===== config.mk =====
export PLATFORM = sky130hd
export DESIGN_NAME = float_round_to_integral
export DESIGN_NICKNAME = d
export VERILOG_FILES = /design/src/rtl/frti_pkg.sv /design/src/rtl/float_round_to_integral.sv
export SDC_FILE = /design/constraint.sdc
export NUM_CORES = 1
export LEC_CHECK = 0
export BUFFER_PORTS_ARGS = -buffer_cell sky130_fd_sc_hd__buf_4
export CAP_MARGIN = 20
export CELL_PAD_IN_SITES_DETAIL_PLACEMENT = 0
export CELL_PAD_IN_SITES_GLOBAL_PLACEMENT = 2
export CORE_AREA = 8 8 228 230
export CTS_CLUSTER_DIAMETER = 40
export DETAILED_ROUTE_END_ITERATION = 8
export DIE_AREA = 0 0 236 238
export PLACE_DENSITY_LB_ADDON = 0.3
export SLEW_MARGIN = 20
export SYNTH_ARGS = -nofsm -noshare
export SYNTH_HDL_FRONTEND = slang
export SYNTH_SLANG_ARGS = --single-unit
export TNS_END_PERCENT = 5

===== constraint.sdc =====
create_clock -name clk -period 7.51 [get_ports clk]
set_input_delay 0.751 -clock clk [delete_from_list [all_inputs] [get_ports clk]]
set_output_delay 0.751 -clock clk [all_outputs]
set_load 0.1 [all_outputs]

===== src/rtl/frti_pkg.sv =====
// ----------------------------------------------------------------------------
// frti_pkg
// shared types and constants for the float round-to-integral unit
// ----------------------------------------------------------------------------
package frti_pkg;

	typedef enum logic [1:0] {
		MODE_ROUND = 2'd0,
		MODE_CEIL  = 2'd1,
		MODE_FIX   = 2'd2,
		MODE_FLOOR = 2'd3
	} mode_t;

	localparam int unsigned WORD_W = 64;

	// double precision format
	localparam int unsigned D_EW   = 11;
	localparam int unsigned D_FW   = 52;
	localparam logic [10:0] D_BIAS = 11'd1023;

	// single precision format
	localparam int unsigned S_EW   = 8;
	localparam int unsigned S_FW   = 23;
	localparam logic [7:0]  S_BIAS = 8'd127;

endpackage


===== src/rtl/float_round_to_integral.sv =====
// ----------------------------------------------------------------------------
// float_round_to_integral
// ieee 754 round to integral value, binary32 or binary64, four modes
// ----------------------------------------------------------------------------
// path: an accepted request passes the input register, then the result register,
//   and is valid once it sits in the result register
// throughput: one request per cycle while out_stall does not hold the result stage, set by the single rounding pass
// reset: arst_n clears the stage valid flags only; payload is not reset
module float_round_to_integral (
	input  logic        clk,
	input  logic        arst_n,
	input  logic        in_valid,
	output logic        in_stall,
	input  logic [1:0]  mode,
	input  logic        double_precision,
	input  logic [63:0] value_bits,
	output logic        out_valid,
	input  logic        out_stall,
	output logic [63:0] result_bits
);
	import frti_pkg::*;

	// stage 1: input register
	logic        vld_s1;
	mode_t       mode_s1;
	logic        dbl_s1;
	logic [63:0] val_s1;

	// stage 2: result register
	logic        vld_s2;
	logic [63:0] res_s2;

	logic adv_s2;
	logic adv_s1;

	// the result stage moves when it is empty or being taken
	assign adv_s2    = !vld_s2 || !out_stall;
	assign adv_s1    = !vld_s1 || adv_s2;
	assign in_stall  = !adv_s1;
	assign out_valid = vld_s2;
	assign result_bits = res_s2;

	// rounding of one format
	// d: full 64-bit word view; single precision uses the low 32 bits
	logic [63:0] dres;
	logic [31:0] sres;

	// double precision path
	always_comb begin
		logic        sg;
		logic [10:0] ex;
		logic [62:0] mag;
		logic [63:0] one_w;
		logic [63:0] fmask;
		logic [63:0] unit;
		logic [63:0] t;
		logic [5:0]  m;
		sg    = val_s1[63];
		ex    = val_s1[62:52];
		mag   = val_s1[62:0];
		one_w = {1'b0, D_BIAS, 52'd0};
		m     = 6'(11'(D_BIAS) + 11'(D_FW) - ex);
		unit  = 64'd1 << m;
		fmask = unit - 64'd1;
		t     = val_s1 & ~fmask;
		dres  = val_s1;
		if (ex == 11'h7ff || mag == 63'd0 || ex >= 11'(D_BIAS + 11'(D_FW))) begin
			dres = val_s1;
		end else if (ex < D_BIAS) begin
			// magnitude below one
			case (mode_s1)
				MODE_ROUND: dres = (ex == D_BIAS - 11'd1) ? ({sg, 63'd0} | one_w)
					: {sg, 63'd0};
				MODE_CEIL:  dres = sg ? {sg, 63'd0} : one_w;
				MODE_FIX:   dres = {sg, 63'd0};
				default:    dres = sg ? ({sg, 63'd0} | one_w) : 64'd0;
			endcase
		end else if ((val_s1 & fmask) != 64'd0) begin
			case (mode_s1)
				MODE_ROUND: dres = ((val_s1 & (unit >> 1)) != 64'd0) ? t + unit : t;
				MODE_CEIL:  dres = sg ? t : t + unit;
				MODE_FIX:   dres = t;
				default:    dres = sg ? t + unit : t;
			endcase
		end
	end

	// single precision path
	always_comb begin
		logic        sg;
		logic [7:0]  ex;
		logic [30:0] mag;
		logic [31:0] x;
		logic [31:0] one_w;
		logic [31:0] fmask;
		logic [31:0] unit;
		logic [31:0] t;
		logic [4:0]  m;
		x     = val_s1[31:0];
		sg    = x[31];
		ex    = x[30:23];
		mag   = x[30:0];
		one_w = {1'b0, S_BIAS, 23'd0};
		m     = 5'(8'(S_BIAS) + 8'(S_FW) - ex);
		unit  = 32'd1 << m;
		fmask = unit - 32'd1;
		t     = x & ~fmask;
		sres  = x;
		if (ex == 8'hff || mag == 31'd0 || ex >= 8'(S_BIAS + 8'(S_FW))) begin
			sres = x;
		end else if (ex < S_BIAS) begin
			case (mode_s1)
				MODE_ROUND: sres = (ex == S_BIAS - 8'd1) ? ({sg, 31'd0} | one_w)
					: {sg, 31'd0};
				MODE_CEIL:  sres = sg ? {sg, 31'd0} : one_w;
				MODE_FIX:   sres = {sg, 31'd0};
				default:    sres = sg ? ({sg, 31'd0} | one_w) : 32'd0;
			endcase
		end else if ((x & fmask) != 32'd0) begin
			case (mode_s1)
				MODE_ROUND: sres = ((x & (unit >> 1)) != 32'd0) ? t + unit : t;
				MODE_CEIL:  sres = sg ? t : t + unit;
				MODE_FIX:   sres = t;
				default:    sres = sg ? t + unit : t;
			endcase
		end
	end

	// valid flags
	always_ff @(posedge clk or negedge arst_n) begin
		if (!arst_n) begin
			vld_s1 <= 1'b0;
			vld_s2 <= 1'b0;
		end else begin
			if (adv_s1) vld_s1 <= in_valid;
			if (adv_s2) vld_s2 <= vld_s1;
		end
	end

	// payload registers
	always_ff @(posedge clk) begin
		if (adv_s1 && in_valid) begin
			mode_s1 <= mode_t'(mode);
			dbl_s1  <= double_precision;
			val_s1  <= value_bits;
		end
		if (adv_s2 && vld_s1) begin
			res_s2 <= dbl_s1 ? dres : {32'd0, sres};
		end
	end

endmodule


Word level (Yosys, flattened, before mapping):

Index checks and enable logic that the tools add are counted.

* $lt $le $gt $ge: 4
* mux-type cells: 23
* bitwise logic cells: 8
* shift-type cells: 2
* reduce and logical (&&, ||, !) cells: 19
* $add $sub $neg: 6
* eq/ne operators: 6

Operator list (number)
* $mux W64: 8
* $pmux W64 S3: 2
* $mux W32: 9
* $pmux W32 S3: 2
* $and A64 B64 Y64: 2
* $reduce_bool A64 Y1: 2
* $add A64 B64 Y64: 1
* $and A32 B32 Y32: 2
* $and A64 B63 Y64: 1
* $not A64 Y64: 1
* $reduce_bool A32 Y1: 2
* $shl A1 B6 Y64 const A: 1
* $sub A64 B1 Y64 const B: 1
* $logic_not A63 Y1: 1
* $mux W62: 1
* $add A32 B32 Y32: 1
* $and A32 B31 Y32: 1
* $not A32 Y32: 1
* $shl A1 B5 Y32 const A: 1
* $sub A32 B1 Y32 const B: 1
* $logic_not A31 Y1: 1
* $mux W30: 1
* $eq A11 B10 Y1 const B: 1
* $eq A11 B11 Y1 const B: 1
* 14 further kinds: 23

* word-level logic and storage cells: 75
* input bits: 71
* output and inout port bits: 66
* register bits after elaboration: 133

Longest topological paths before layout:

Gate-level depths: netlist (run 1).

* depth in word-level cells: 12
* depth in mapped cells: 32
* mapped depth without buffers: 27

Worst setup path before layout (run 1):

OpenSTA, ideal clock, no wires.

* path kind: register to register
* from: register val_s1[55]
* to: register res_s2[63] (netlist: result_bits[63]), data pin
* cell stages (with the launch flop): 32
* path slack: 0.738 ns
* setup time: 0.176 ns
* required time: 7.334 ns
* arrival time: 6.596 ns
* buffers on the path: 5
* period minus slack after synthesis: 6.772 ns
* cells stage by stage: edfxtp_1 -> buf_2 -> buf_2 -> inv_1 -> ha_1 -> buf_4 -> nor3b_2 -> a22o_1 -> buf_2 -> nand2_1 -> ha_1 -> inv_1 -> a21oi_1 -> o211ai_1 -> clkbuf_1 -> a21oi_1 -> o21ai_0 -> nor2_1 -> ha_1 -> a21oi_1 -> o21a_1 -> or2_2 -> a311o_1 -> a21oi_1 -> a41oi_1 -> o31a_1 -> a311oi_4 -> o211ai_2 -> a31o_1 -> and3_4 -> or3_1 -> o32ai_1

* word-level cells in the longest chain between the ends: 11
* elaborated cells between the ends (all ways): 23

Ends and longest elaborated chain
* from (decl): line float_round_to_integral.sv:27 `logic [63:0] val_s1;`
* from (signal assigned): line float_round_to_integral.sv:145 `val_s1 <= value_bits;`
* $sub A6 B6 Y6: line float_round_to_integral.sv:62 `m = 6'(11'(D_BIAS) + 11'(D_FW) - ex);`
* $shl A1 B6 Y64: line float_round_to_integral.sv:63 `unit = 64'd1 << m;`
* $sub A64 B1 Y64: line float_round_to_integral.sv:64 `fmask = unit - 64'd1;`
* $not A64 Y64: line float_round_to_integral.sv:65 `t = val_s1 & ~fmask;`
* $and A64 B64 Y64: line float_round_to_integral.sv:65
* $add A64 B64 Y64: line float_round_to_integral.sv:80, float_round_to_integral.sv:81, float_round_to_integral.sv:83
* $mux W64 (on tied branches): line float_round_to_integral.sv:83, float_round_to_integral.sv:80, float_round_to_integral.sv:81
* $pmux W64 S3: line float_round_to_integral.sv:79 `case (mode_s1)`
* $mux W64: line float_round_to_integral.sv:78 `end else if ((val_s1 & fmask) != 64'd0) begin`
* $mux W64: line float_round_to_integral.sv:69 `end else if (ex < D_BIAS) begin`
* $mux W64 (*): line float_round_to_integral.sv:67 `if (ex == 11'h7ff || mag == 63'd0 || ex >= 11'(D_BIAS + 11'(D_FW))) begin`
* to (signal assigned): line float_round_to_integral.sv:148 `res_s2 <= dbl_s1 ? dres : {32'd0, sres};`
* to (decl): line float_round_to_integral.sv:31 `logic [63:0] res_s2;`

Mark *: on every way between the ends. The rest lies on a longest branch, timed or not.
A chain may end at the register's enable or synchronous reset.

Worst setup path after layout (run 1):

Same ends and word-level chain as after synthesis.

==> results of run 1 <==
==> path summary, 6_finish.rpt <==
kind,start,endpoint,slack [ps],cells past startpoint
worst max-delay path,val_s1[55]$_DFFE_PP_,result_bits[63]$_SDFFCE_PN0P_,430,28
worst min-delay path,value_bits[23],val_s1[23]$_DFFE_PP_,420,1
worst max register to register,val_s1[55]$_DFFE_PP_,result_bits[63]$_SDFFCE_PN0P_,430,28
worst min register to register,vld_s1$_DFFE_PN0N_,out_valid$_DFFE_PN0P_,480,1
max in group asynchronous,arst_n,out_valid$_DFFE_PN0P_,6830,2
min in group asynchronous,arst_n,vld_s1$_DFFE_PN0N_,600,2
==> layout make-up <==
type	instances	area [um2]
fillers	5093	28200
multi-input cells	2003	12700
flip-flops and latches	133	3980
repair buffers	230	1730
well taps	622	778
clock buffers	20	457
inverters	78	293
clock inverters	12	178
diodes	1	2.50
==> state kept, by name, indices dropped and copies added, names as in the netlist <==
signal       cells
dbl_s1           1
val_s1          64
result_bits     64
out_valid        1
mode_s1          2
vld_s1           1
==> cell families after synthesis <==
family / Yosys count
DFF: 133
and+or+nand+nor: 890
AOI/OAI and AO/OA: 900
muxes: 38
adders and majority gates: 73
buffers and inverters: 247
xor gates and xnor gates: 102
==> per-layer routing <==
metal | global-route usage, % | wire, um
met5 | 0 | 27
met4 | 16.4 | 5240
met3 | 10.3 | 12400
met2 | 53.1 | 43900
met1 | 49.2 | 44500
==> per-stage QoR <==
step	instance area, um2	hold slack [ps]	setup WS (ps)
2_1_floorplan	17600	443	738
3_3_place_gp	19500	464	722
3_5_place_dp	19500	474	544
4_1_cts	20100	388	490
5_1_grt	20100	408	70.7
6_report	20100	425	429
==> power groups by stage <==
| stage | Combinational (mW) | Sequential (mW) | Clock, mW |
|---|---|---|---|
| 2_1_floorplan | 0.752 | 1.18 | 0 |
| 3_3_place_gp | 1.52 | 0.989 | 0 |
| 3_5_place_dp | 1.51 | 0.989 | 0 |
| 4_1_cts | 1.52 | 0.975 | 0.953 |
| 5_1_grt | 1.62 | 0.982 | 0.971 |
| 6_report | 1.57 | 0.982 | 0.929 |
==> what timing repair did <==
| item | CTS | global route |
|---|---|---|
| hold buffers | 1 | 0 |
| hold endpoints to repair | 2 | 0 |
| resized for setup | 0 | 1 |
| buffers inserted | 0 | 0 |
| endpoints found under the setup margin | 0 | 2 |
==> cells in the mapped netlist (20+ instances only) <==
| cell type | n |
|---|---|
| o21ai_0 | 170 |
| o211ai_1 | 25 |
| nor2b_1 | 28 |
| and2_1 | 34 |
| nor3_1 | 62 |
| nand3_1 | 75 |
| nand2_1 | 232 |
| a21oi_1 | 225 |
| nand4_1 | 36 |
| nor2_1 | 262 |
| mux2i_1 | 26 |
| a22oi_1 | 39 |
| xor2_1 | 39 |
| ha_1 | 71 |
| o22ai_1 | 43 |
| o31ai_1 | 20 |
| a221oi_1 | 20 |
| xnor2_1 | 63 |
| a21o_1 | 64 |
| clkbuf_1 | 118 |
| nand2b_1 | 26 |
| edfxtp_1 | 131 |
| inv_1 | 75 |
| a211oi_1 | 23 |
| buf_2 | 35 |
| nor4_1 | 21 |
| a31oi_1 | 39 |
==> metrics.md, run 1 <==
| Metric | Value |
|---|---|
| Net Switching | 1.60 mW |
| Final TNS setup | 0 ps |
| Fin cells | 3,099 |
| Nature of the critical path startpoint | flop |
| Yosys top cell by area | edfxtp_1 |
| Post-route DRC | 0 |
| Critical path class | flop to flop |
| Max Cap Viol | 0 |
| Synth top area share | 22.3% |
| Clk pin slew, worst setup/hold paths | 80 ps |
| Hold Vio Cnt, Final | 0 |
| CTS tree | built |
| Pin count of the biggest net entering global routing | 68 |
| Initial Utilization | 36.5% |
| H-tree depth | 4 |
| Routed wire length | 106,000 um |
| Post-synth EDFFs | 131 |
| Remaining antenna violation count | 0 |
| Netlist cell types | 116 |
| Combinational Power Share | 45.1% |
| Main combinational cell family by area after synthesis | compound AO/OA/AOI/OAI gates |
| Min Tclk post-route | 7080 ps |
| Mux cell area share after synthesis | 2.33% |
| Share of cells above drive strength 1 | 14.3% |
| Overflow after GRT | 0 |
| Synth async-reset ratio | 1.50% |
| Endpoints failing setup | 0 |
| Commonest non-fill, non-tap cell in the layout | nor2_1 |
| Dpl hpwl | 82,100 um |
| Top FF cell, synth | edfxtp_1 |
| Synth Warn # | 0 |
| Clk root buf | clkbuf_16 |
| Clock power frac | 26.7% |
| Synth Area in Adders | 5.15% |
| Slew Limit Fails | 0 |
| Clk_lat worst skew | 500 ps |
| CP max-delay cell | a311oi_4 |
| Vias post-DR | 21,400 |
| CP endpoint kind | flop |
| Power per cell area | 173 nW/um2 |
| Max stage delay on crit path | 550 ps |
| GRT Util Overall | 36.4% |
| Int Pwr | 1.89 mW |
| Syn avg cell area | 7.40 um2 |
| WL/cell | 34.2 um |
| Compound-Gate Fraction of Synth Area | 34.5% |
| XOR/XNOR Fraction of Synth Area | 5.07% |
| CP Data Required Time | 7810 ps |
| Arrival time at the worst endpoint | 7380 ps |
| Total core area | 48,300 um2 |
| Die width | 236 um |
| Clk sinks | 133 |
| Worst Path Buf+Inv | 4 |
| Syn-to-layout area delta | 14.1% |
| GP Congestion | 1.02 |
| Skew final | 28.4 ps |
| Max VDD drop | 0.000175 V |
| Critical Path Fanout Max | 15 |
| Vias in the first global route | 20,400 |
| RSZ-0062 raised after global routing | false |
| Leak | 8.05 nW |
| Initial antenna violation count | 4 |
| Status | completed |
| Synth area leaders | edfxtp_1 22%, a21oi_1 6.4%, nor2_1 5.6%, ha_1 5.0%, nand2_1 4.9% |
| Post-Syn Area | 17,600 um2 |
| Syn Nets | 2,525 |
| Worst slew pin tran | 1160 ps |
| Worst min-delay path class | input port to flop |
| Flop and latch count out of synthesis | 133 |
| Commonest cells after routing, fill and taps aside | 262 x nor2_1, 232 x nand2_1, 229 x buf_4 |
| Max Freq | 141 MHz |
| Final #Nets | 2,605 |
| Placement Rows | 81 |
| Dpl cells | 3,065 |
| Number of I/O pins | 137 |
| Port Buffers | 136 |
| First-pass GRT wire length | 150,000 um |
| Die area | 56,200 um2 |
| Seq pwr share | 28.2% |
| Die extent in y | 238 um |
| Relative slew slack | 22.4% |
| Simple-Gate Fraction of Synth Area | 24.7% |
| Final period util | 94.3% |
| Drt via density | 6.91 |
| Crit-path leading delay family | compound AO/OA/AOI/OAI gates |
| Clock Path Buffers | 2 |
| Iteration-0 DRC count of the detailed router | 3,124 |
| Synthesized instance count | 2,383 |
| Num CTS Buffers | 17 |
| Router iterations before antenna repair | 6 |
| Sequential share of the synthesized area | 22.6% |
| Sw Ratio | 45.8% |
| PnR Total Power | 3.48 mW |
| Fin util | 41.6% |
No activity file was read; power rests on OpenSTA's default activity.
==> run 2: changes to the inputs <==
Settings changed: CORE_AREA 8 8 228 230 to 8 8 241 243, DIE_AREA 0 0 236 238 to 0 0 249 251, HOLD_SLACK_MARGIN from default to 0.06.
Clock period 7.51 ns to 6.5 ns, I/O delays scaled along.
==> run 2 against run 1 <==
Compared with the run above: sequential share of layout area decreased by 0.56 points; clock skew fell by 9.8 ps; power is 14% higher; maximum frequency is 12% higher; combinational power is 20% higher; core utilization shrank 3.5 points; cell area rose by 2.9%; clock-buffer cell count rose by 1; sequential cell count is the same.
==> metrics.md, run 2 (synthesized netlist as in run 1, its figures left out) <==
| Metric | Value |
|---|---|
| Status | completed |
| Clk root buf | clkbuf_16 |
| Drt via density | 6.60 (-4.5%) |
| WL/cell | 34.2 um (-0.18%) |
| Worst Reg-to-Reg Cells | 26 (-7.1%) |
| CP endpoint kind | flop |
| Nature of the critical path startpoint | flop |
| Pin count of the biggest net entering global routing | 68 (unchanged) |
| CP max-delay cell | a311o_1 |
| H-tree depth | 4 (unchanged) |
| Overflow after GRT | 0 (unchanged) |
| Iteration-0 DRC count of the detailed router | 2,758 (-12%) |
| Vias in the first global route | 20,700 (+1.3%) |
| Final period util | 97.5% (+3.2 points) |
| Max VDD drop | 0.000212 V (+21%) |
| Vias post-DR | 21,400 (-0.037%) |
| GP Congestion | 1.01 (-0.48%) |
| Commonest non-fill, non-tap cell in the layout | buf_4 |
| Critical path class | flop to flop |
| Worst reg2reg setup slack | 160 ps (-270 ps) |
| First-pass GRT wire length | 155,000 um (+3.4%) |
| Clk_lat worst skew | 500 ps (about the same) |
| Fill cells | 5,836 (+15%) |
| Share of cells above drive strength 1 | 16.8% (+2.4 points) |
| Routed wire length | 111,000 um (+4.5%) |
| Max Cap Viol | 0 (unchanged) |
| Critical Path Fanout Max | 14 (-1) |
| Total core area | 54,300 um2 (+12%) |
| Syn-to-layout area delta | 17.5% |
| Die width | 249 um (+5.5%) |
| Arrival time at the worst endpoint | 6640 ps (-740 ps) |
| Endpoints failing setup | 0 (unchanged) |
| Hold Vio Cnt, Final | 0 (unchanged) |
| Worst slew pin tran | 1110 ps (-52.1 ps) |
| Crit-path leading delay family | compound AO/OA/AOI/OAI gates |
| Placement Rows | 86 (+6.2%) |
| Clk pin slew, worst setup/hold paths | 60 ps (-20 ps) |
| Max stage delay on crit path | 370 ps (-180 ps) |
| Router iterations before antenna repair | 6 (unchanged) |
| Dpl hpwl | 86,800 um (+5.8%) |
| Min Tclk post-route | 6340 ps (-741 ps) |
| Remaining antenna violation count | 0 (unchanged) |
| Num CTS Buffers | 17 (unchanged) |
| Die area | 62,500 um2 (+11%) |
| Skew final | 18.7 ps (-9.77 ps) |
| Worst Path Buf+Inv | 3 (-1) |
| Hold Path Stages | 1 (unchanged) |
| Final hold slack | 329 ps (-95.6 ps) |
| Hold wc startpoint | value_bits[29] |
| Port Buffers | 136 (unchanged) |
| CP Data Required Time | 6800 ps (-1010 ps) |
| Power per cell area | 192 nW/um2 (+11%) |
| Initial antenna violation count | 3 (-1) |
| Slew Limit Fails | 0 (unchanged) |
| Final #Nets | 2,668 (+2.4%) |
| Hold worst-path end | val_s1[29]$_DFFE_PP_ |
| Worst min-delay path class | input port to flop |
| Initial Utilization | 32.4% (-4.0 points) |
| Post-route DRC | 0 (unchanged) |
| Clock Path Buffers | 2 (unchanged) |
| Fin cells | 3,245 (+4.7%) |
| Commonest cells after routing, fill and taps aside | 289 x buf_4, 262 x nor2_1, 232 x nand2_1 |
| CTS tree | built |
| Leak | 8.35 nW (+3.6%) |
| RR Startpoint | val_s1[55]$_DFFE_PP_ |
| Dpl cells | 3,209 (+4.7%) |
| Die extent in y | 251 um (+5.5%) |
| Clk sinks | 133 (unchanged) |
| Max Freq | 158 MHz (+12%) |
| Relative slew slack | 25.9% (+3.5 points) |
| Number of I/O pins | 137 (unchanged) |
| RR Endpoint | result_bits[63]$_SDFFCE_PN0P_ |
| GRT Util Overall | 34.0% (-2.4 points) |
run 2: how the worst max path moves through the flow:
stage                    startpoint                             to  slack, ps  cells past startpoint
2_1_floorplan  val_s1[55]$_DFFE_PP_  result_bits[63]$_SDFFCE_PN0P_         10                     31
3_3_place_gp   val_s1[55]$_DFFE_PP_  result_bits[63]$_SDFFCE_PN0P_        340                     26
3_5_place_dp   val_s1[54]$_DFFE_PP_  result_bits[63]$_SDFFCE_PN0P_        100                     24
4_1_cts        val_s1[54]$_DFFE_PP_  result_bits[63]$_SDFFCE_PN0P_         90                     24
5_1_grt        val_s1[55]$_DFFE_PP_  result_bits[63]$_SDFFCE_PN0P_        -30                     25
6_report       val_s1[55]$_DFFE_PP_  result_bits[63]$_SDFFCE_PN0P_        160                     26
run 2: per-layer routing:
metal  vias to the layer above  share of wire [%]  wire length (um)  track usage, %
met3                       295                8.6              9520            6.59
met2                      1302                 45             49900            55.0
met5                         -              0.082                91            1.08
met1                     10500                 40             44500            41.8
met4                         2                6.2              6850            19.8
li1                       9329                  -                 -               -
run 2: stage by stage:
stage	TNS [ps]	power, mW	utilization, %	setup slack (ps)	area [um2]
6_report	0	3.98	38.1	161	20700
5_1_grt	-43.6	4.10	38.1	-30.0	20700
4_1_cts	0	3.95	38.0	92.9	20700
3_5_place_dp	0	2.97	37.0	99.2	20100
3_3_place_gp	0	2.99	37.0	343	20100
2_1_floorplan	0	2.23	-	10.6	17600
run 2: cell type report:
class | instances | area (um2) | area share, %
clock buffers | 21 | 450 | 2.17
inverters | 78 | 293 | 1.41
multi-input cells | 2003 | 12800 | 61.6
flip-flops and latches | 133 | 3980 | 19.2
repair buffers | 293 | 2240 | 10.8
well taps | 704 | 881 | 4.25
diodes | 2 | 5.00 | 0.0242
clock inverters | 11 | 105 | 0.507
run 2: where the power goes:
| part | internal, mW | total (mW) | leakage (nW) | switching (mW) |
|---|---|---|---|---|
| Sequential | 1.03 | 1.13 | 1.30 | 0.0988 |
| Combinational | 0.531 | 1.89 | 6.79 | 1.36 |
| Clock | 0.534 | 0.964 | 0.259 | 0.430 |
| Total | 2.10 | 3.98 | 8.35 | 1.89 |
run 2: repair_timing:
action                     CTS  global route
resized for setup            0            10
buffers inserted             0             1
setup endpoints to repair    0            12
hold buffers                 1             0
hold endpoints to repair     2             0
